--- config.mk ---
export PLATFORM = sky130hd
export DESIGN_NAME = cfir_cell
export DESIGN_NICKNAME = d
export VERILOG_FILES = /design/src/cfir_pkg.sv /design/src/cfir_cell.sv
export SDC_FILE = /design/constraint.sdc
export NUM_CORES = 2
export LEC_CHECK = 0
export CAP_MARGIN = 10
export CORE_MARGIN = 4
export CORE_UTILIZATION = 45
export DETAILED_ROUTE_END_ITERATION = 7
export DONT_BUFFER_PORTS = 1
export PLACE_DENSITY = 0.68
export SYNTH_ARGS = -nofsm -noshare
export SYNTH_HDL_FRONTEND = slang
export SYNTH_SLANG_ARGS = --single-unit
--- constraint.sdc ---
create_clock -name clk -period 18.2 [get_ports clk]
set_input_delay 0.91 -clock clk [delete_from_list [all_inputs] [get_ports clk]]
set_output_delay 0.91 -clock clk [all_outputs]
set_load 0.005 [all_outputs]
--- src/cfir_pkg.sv ---
`default_nettype none

package cfir_pkg;

    // Fixed field widths
    localparam int SAMPLE_BITS    = 16;
    localparam int TAP_INDEX_BITS = 6;
    localparam int TAP_COUNT_BITS = 7;
    localparam int OUT_SHIFT_BITS = 5;
    localparam int APB_ADDR_BITS  = 3;
    localparam int APB_DATA_BITS  = 32;

    // Defaults for the top-level parameters
    localparam int MAX_TAPS_DEF = 64;
    localparam int ACC_BITS_DEF = 40;

    // Register reset values
    localparam logic [TAP_COUNT_BITS-1:0] TAP_COUNT_RST = TAP_COUNT_BITS'(1);
    localparam logic [OUT_SHIFT_BITS-1:0] OUT_SHIFT_RST = OUT_SHIFT_BITS'(15);

    // Item actions
    typedef enum logic {
        ACT_LOAD   = 1'b0,
        ACT_FILTER = 1'b1
    } action_t;

    // Register indexes (paddr word select)
    typedef enum logic {
        REG_TAP_COUNT = 1'b0,
        REG_OUT_SHIFT = 1'b1
    } reg_idx_t;

    // Sequencer states
    typedef enum logic [1:0] {
        ST_IDLE,
        ST_RUN,
        ST_FIN
    } state_t;

    typedef logic signed [SAMPLE_BITS-1:0] sample_t;

    typedef struct packed {
        sample_t re;
        sample_t im;
    } cplx_t;

    typedef struct packed {
        logic                      action;
        logic [TAP_INDEX_BITS-1:0] tap_index;
        sample_t                   tap_value;
        sample_t                   sample_re;
        sample_t                   sample_im;
        logic                      last_sample;
    } in_item_t;

    typedef struct packed {
        sample_t out_re;
        sample_t out_im;
        logic    overflow;
        logic    run_end;
    } out_item_t;

    // Delay-line control shared by every cell
    typedef struct packed {
        logic push;
        logic clear;
    } cell_ctl_t;

endpackage

`default_nettype wire

--- src/cfir_cell.sv ---
`default_nettype none

module cfir_cell #(
    parameter int ACC_BITS = cfir_pkg::ACC_BITS_DEF
) (
    input  wire logic                           clk,
    input  wire logic                           rst_n,
    input  wire cfir_pkg::cell_ctl_t            ctl,
    input  wire logic                           coef_we,
    input  wire cfir_pkg::sample_t              coef_wdata,
    input  wire cfir_pkg::cplx_t                hist_in,
    output cfir_pkg::cplx_t                     hist_out,
    input  wire logic signed [ACC_BITS-1:0]     psum_re_in,
    input  wire logic signed [ACC_BITS-1:0]     psum_im_in,
    output logic signed [ACC_BITS-1:0]          psum_re_out,
    output logic signed [ACC_BITS-1:0]          psum_im_out
);

    localparam int PROD_BITS = 2 * cfir_pkg::SAMPLE_BITS;

    cfir_pkg::sample_t             coef_reg;
    cfir_pkg::cplx_t               hist_reg;
    logic signed [PROD_BITS-1:0]   prod_re_reg;
    logic signed [PROD_BITS-1:0]   prod_im_reg;
    logic signed [ACC_BITS-1:0]    psum_re_reg;
    logic signed [ACC_BITS-1:0]    psum_im_reg;

    // Hold the coefficient and this cell's delay-line entry
    always_ff @(posedge clk or negedge rst_n)
    begin
        if (!rst_n)
        begin
            coef_reg <= '0;
            hist_reg <= '0;
        end
        else
        begin
            if (coef_we)
            begin
                coef_reg <= coef_wdata;
            end
            if (ctl.clear)
            begin
                hist_reg <= '0;
            end
            else if (ctl.push)
            begin
                hist_reg <= hist_in;
            end
        end
    end

    // Multiply, then add into the partial sum handed along the row
    always_ff @(posedge clk)
    begin
        prod_re_reg <= coef_reg * hist_reg.re;
        prod_im_reg <= coef_reg * hist_reg.im;
        psum_re_reg <= psum_re_in + ACC_BITS'(prod_re_reg);
        psum_im_reg <= psum_im_in + ACC_BITS'(prod_im_reg);
    end

    assign hist_out    = hist_reg;
    assign psum_re_out = psum_re_reg;
    assign psum_im_out = psum_im_reg;

endmodule

`default_nettype wire

[After elaboration in Yosys (flattened, before gate mapping)]
Index checks and enable logic that the tools add are counted.
Word-level totals
  logic and storage cells: 14
  output and inout bits: 112
  input bits: 133
  bits in registers: 192
Cells by class
  multiplexer cells: 2
  multiply operators: 2
  reduce and logical (&&, ||, !) cells: 1
  $add $sub $neg: 2
Operators by type and width (number)
  adder 40 x 32 -> 40 bit: 2
  multiplier 16 x 16 -> 32 bit: 2
  two-way mux 32 bit: 2
  nonzero test 2 bit: 1

[Depth between registers and ports, before layout]
  word-level depth: 2
  depth in mapped cells: 26
  depth with buffers taken out: 24

[Least setup slack after synthesis]
Ideal clock, no wire load.
  path type: register -> register
  start: register hist_reg (netlist bit hist_out[1])
  end: register prod_im_reg[30]
  stages on the path, launching flop included: 21
  slack: 11.854 ns
  arrival time: 6.228 ns
  path buffers: 2
  path through: dfrtp_1 -> clkbuf_1 -> nand2_1 -> inv_1 -> fa_1 -> fa_1 -> fa_1 -> fa_1 -> fa_1 -> inv_1 -> fa_1 -> inv_1 -> ha_1 -> clkbuf_1 -> nand3_1 -> or2_2 -> or3b_2 -> o21ai_1 -> a211o_1 -> a21oi_1 -> xnor2_1
Between the ends
  longest elaborated chain between the ends: 1
RTL lines
  start: declaration: line cfir_cell.sv:22  | cfir_pkg::cplx_t hist_reg;
  start signal: assignment: line cfir_cell.sv:48  | hist_reg <= hist_in;
  multiplier 16 x 16 -> 32 bit: line cfir_cell.sv:57  | prod_im_reg <= coef_reg * hist_reg.im;
  end signal: assignment: line cfir_cell.sv:57
  end: declaration: line cfir_cell.sv:24  | logic signed [PROD_BITS-1:0] prod_im_reg;
Every way passes these cells.
A chain may end at the register's enable or synchronous reset.

[Worst setup path in the final report]
  start: register coef_reg[7]
  end: register prod_re_reg[30]
Between the ends
  longest elaborated chain between the ends: 1
RTL lines
  start: declaration: line cfir_cell.sv:21  | cfir_pkg::sample_t coef_reg;
  start signal: assignment: line cfir_cell.sv:40  | coef_reg <= coef_wdata;
  multiplier 16 x 16 -> 32 bit: line cfir_cell.sv:56  | prod_re_reg <= coef_reg * hist_reg.re;
  end signal: assignment: line cfir_cell.sv:56
  end: declaration: line cfir_cell.sv:23  | logic signed [PROD_BITS-1:0] prod_re_reg;
Every way passes these cells.

==> results.tsv <==
stage	metric	value	unit
pwr	sequential power share	0.179	
hold_path	worst hold path class	input port to asynchronous set/reset pin	
global_routing	first-pass GRT wire length	109000	um
timing	skew final	0.0219	ns
die	Chip Width	259	um
yosys	Syn Std Cell Area	0.0283	mm^2
timing	Tcrit/Tclk final	0.396	
pwr	Pwr Total	4.14	mW
final_layout	# fillers	5810	
yosys	top cells by area, synth	fa_1, ha_1, dfxtp_1	
global_routing	global-route track usage on met1	0.262	
cts	clock root buffer master	clkbuf_16	
yosys	most common cell in the netlist	inv_1	
route	drt initial violations	789	
setup_path	CP arrival	7.66	ns
cts	Bufs on Longest Clock Path	2	
setup_path	Crit Path Class	flop to flop	
timing	min Tclk post-route	7.21	ns
yosys	post-synthesis mux area share	0.0177	
global_routing	vias in the first global route	20700	
global_routing	GR met2 Demand/Resource	0.351	
pwr	Internal Power	2.15	mW
yosys	Synth Area in Compound Gates	0.0809	
route	via count	19200	
route	Vias/cell	5.05	
yosys	area fraction of the dominant cell type after synthesis	0.372	
final_layout	share of cells above drive strength 1	0.0277	
setup_path	r2r endpoint	prod_re_reg[30]$_DFF_P_	
yosys	syn nets	3912	
placement	RePlAce Congestion	0.858	
final_layout	Final nets	3851	
yosys	Primary FF master, synth	dfxtp_1	
setup_path	Setup crit start kind	flop	
timing	setup TNS	0	ns
timing	Final setup viols	0	
final_layout	Multi-input gate area	0.0215	mm^2
die	I/O pin count	245	
setup_path	endpoint type of the worst setup path	flop	
timing	Tightest Pin Transition	1.20	ns
pwr	NetSw	2.00	mW
yosys	largest area contributor in the netlist	fa_1	
placement	Cell Area, Placed	0.0291	mm^2
route	drt wl/cell	17.0	um
pwr	Leak Pwr	14.9	nW
yosys	FF+latch count, synth	192	
die	Die Span Y	259	um
yosys	syn avg cell area	9.39	um^2
yosys	async set-reset flop share out of synthesis	0.250	
die	die area	0.0669	mm^2
pwr	switch share	0.482	
global_routing	Remaining Overflow, GRT	0	
final_layout	Layout Area Growth over Synthesis	5.17	%
die	Core Region	0.0619	mm^2
cts	Clock Latency Late Sink	0.52	ns
timing	Hold Fails Final Rpt	0	
final_layout	register area	0.00408	mm^2
yosys	simple-gate share of the synthesized area	0.137	
cts	clock slew at reported path FFs	0.10	ns
cts	htree depth	4	
global_routing	Total GRT Usage	0.204	
cts	Post-CTS Hold Buffers	0	
pwr	part of the power in combinational logic	0.718	
timing	Max Slew Vio Count	0	
pwr	VDD IR max	0.105	mV
yosys	Ys Warns	0	
timing	Max Fclk	0.139	GHz
setup_path	Required @ worst endpoint	18.65	ns
route	Residual DRC	0	
yosys	Netlist cell types	67	
pwr	power share of the clock group	0.103	
cts	CTS tree	done	
yosys	largest family of logic cells by synthesized area	adder cells	
setup_path	R2R Setup Slk	10.99	ns
cts	Post-CTS Repair Setup Buffers	0	
placement	Port Buffers	0	
route	drt pass-1 iters	5	
yosys	Cells after Synth	3011	
yosys	sequential area share after synthesis	0.144	
global_routing	Top Usage Layer GRT	met2	
yosys	Synth top cells by count	inv_1, fa_1, nand2_1, and2_1, ha_1	
cts	Sink Count	192	
global_routing	largest net degree at the start of global routing	49	
global_routing	initial antenna violation count	7	
yosys	XOR/XNOR share of the synthesized area	0.0443	
status	outcome	completed	
cts	total CTS buffers	17	
die	site row count	91	
yosys	Post-synth EDFFs	0	
setup_path	r2r startpoint	coef_reg[7]$_DFFE_PN0P_	
final_layout	post-route cell area	0.0297	mm^2
timing	RSZ-0062 raised after global routing	false	
setup_path	crit-path max FO	33	
die	starting density of the core	0.457	
placement	HPWL Detailed	52400	um
route	Routed WL	64700	um
run	maxcap violations	0	
yosys	Synth Area in Adders	0.479	
route	Routed Antenna Nets	0	
global_routing	GR met3 Demand/Resource	0.0380	
pwr	Cell Pwr Density	139	mW/mm^2
setup_path	worst reg2reg path depth	22	
cts	CTS resizes	0	
timing	Slew headroom	0.198	
-- power groups by stage --
stage / registers [mW] / logic (mW) / clock network (mW)
6_report: 0.743 / 2.98 / 0.427
5_1_grt: 0.762 / 3.43 / 0.458
4_1_cts: 0.749 / 3.01 / 0.446
3_5_place_dp: 0.756 / 2.97 / 0
3_3_place_gp: 0.756 / 2.94 / 0
2_1_floorplan: 0.695 / 2.41 / 0
-- worst max-delay path, cell delays in order, from the launching register on --
cell and delay, ns:
dfrtp_1 1.15, and2_1 0.27, fa_1 0.41, inv_1 0.08, fa_1 0.43, fa_1 0.52
inv_1 0.06, fa_1 0.49, fa_1 0.49, inv_1 0.05, fa_1 0.48, inv_1 0.05
ha_1 0.31, and3_1 0.19, a221oi_1 0.32, o21ai_0 0.19, o21ai_0 0.33, o21ai_0 0.28
a221oi_2 0.43, o211a_1 0.24, o21bai_1 0.08, a21oi_1 0.18, xnor2_1 0.13
-- metrics by stage --
step	std cells	setup WS [ns]	hold WS [ns]	utilization
after floorplan	3011	11.85	0.420	-
after global placement	3768	11.12	0.425	0.470
after global routing	3801	10.46	0.0449	0.480
final	3802	10.99	0.0761	0.480
after detailed placement	3768	11.01	0.435	0.470
after CTS	3800	11.01	0.0434	0.480
-- metal layers --
| metal | wire length, um | share of wire |
|---|---|---|
| met5 | 23 | 0.00036 |
| met4 | 1440 | 0.022 |
| met3 | 2970 | 0.046 |
| met2 | 31800 | 0.49 |
| met1 | 28400 | 0.44 |
-- cells in the final DEF (no fill, tap or decap), types with 7 or more instances in the layout --
cell and count:
a211oi_1 7, a21o_1 59, a21oi_1 119, a31oi_1 10, and2_1 252, and3_1 15
buf_4 19, clkbuf_16 17, clkinv_8 7, dfrtp_1 48, dfxtp_1 144, fa_1 526
ha_1 242, inv_1 624, mux2_2 16, mux2i_1 32, nand2_1 278, nand2b_1 25
nand3_1 25, nand4_1 11, nor2_1 119, nor2b_1 12, nor3_1 20, o211ai_1 7
o21a_1 20, o21ai_0 49, o21bai_1 25, xnor2_1 115, xor2_1 28
-- kinds of logic after synthesis --
group | Yosys count
XOR/XNOR | 143
multiplexers | 48
AO/OA/AOI/OAI | 352
AND/OR/NAND/NOR | 785
flip-flops | 192
buffers and inverters | 723
adder cells (fa/ha/maj) | 768
-- worst max path at each step --
stage / startpoint / to / cells after the start
after floorplan: hist_out[1]$_DFFE_PN0P_ / prod_im_reg[30]$_DFF_P_ / 20
after global placement: coef_reg[7]$_DFFE_PN0P_ / prod_re_reg[30]$_DFF_P_ / 22
after detailed placement: coef_reg[7]$_DFFE_PN0P_ / prod_re_reg[30]$_DFF_P_ / 22
after CTS: coef_reg[7]$_DFFE_PN0P_ / prod_re_reg[30]$_DFF_P_ / 22
after global routing: coef_reg[6]$_DFFE_PN0P_ / prod_re_reg[30]$_DFF_P_ / 22
final: coef_reg[7]$_DFFE_PN0P_ / prod_re_reg[30]$_DFF_P_ / 22
-- layout make-up --
cell class,instances,area share
Antenna cell,2,0.000168
Clock buffer,17,0.0143
Clock inverter,15,0.00719
Inverter,624,0.0787
Multi-Input combinational cell,2096,0.722
Sequential cell,192,0.137
Tap cell,837,0.0352
Timing Repair Buffer,19,0.00479
(Power assumes the default switching activity.)
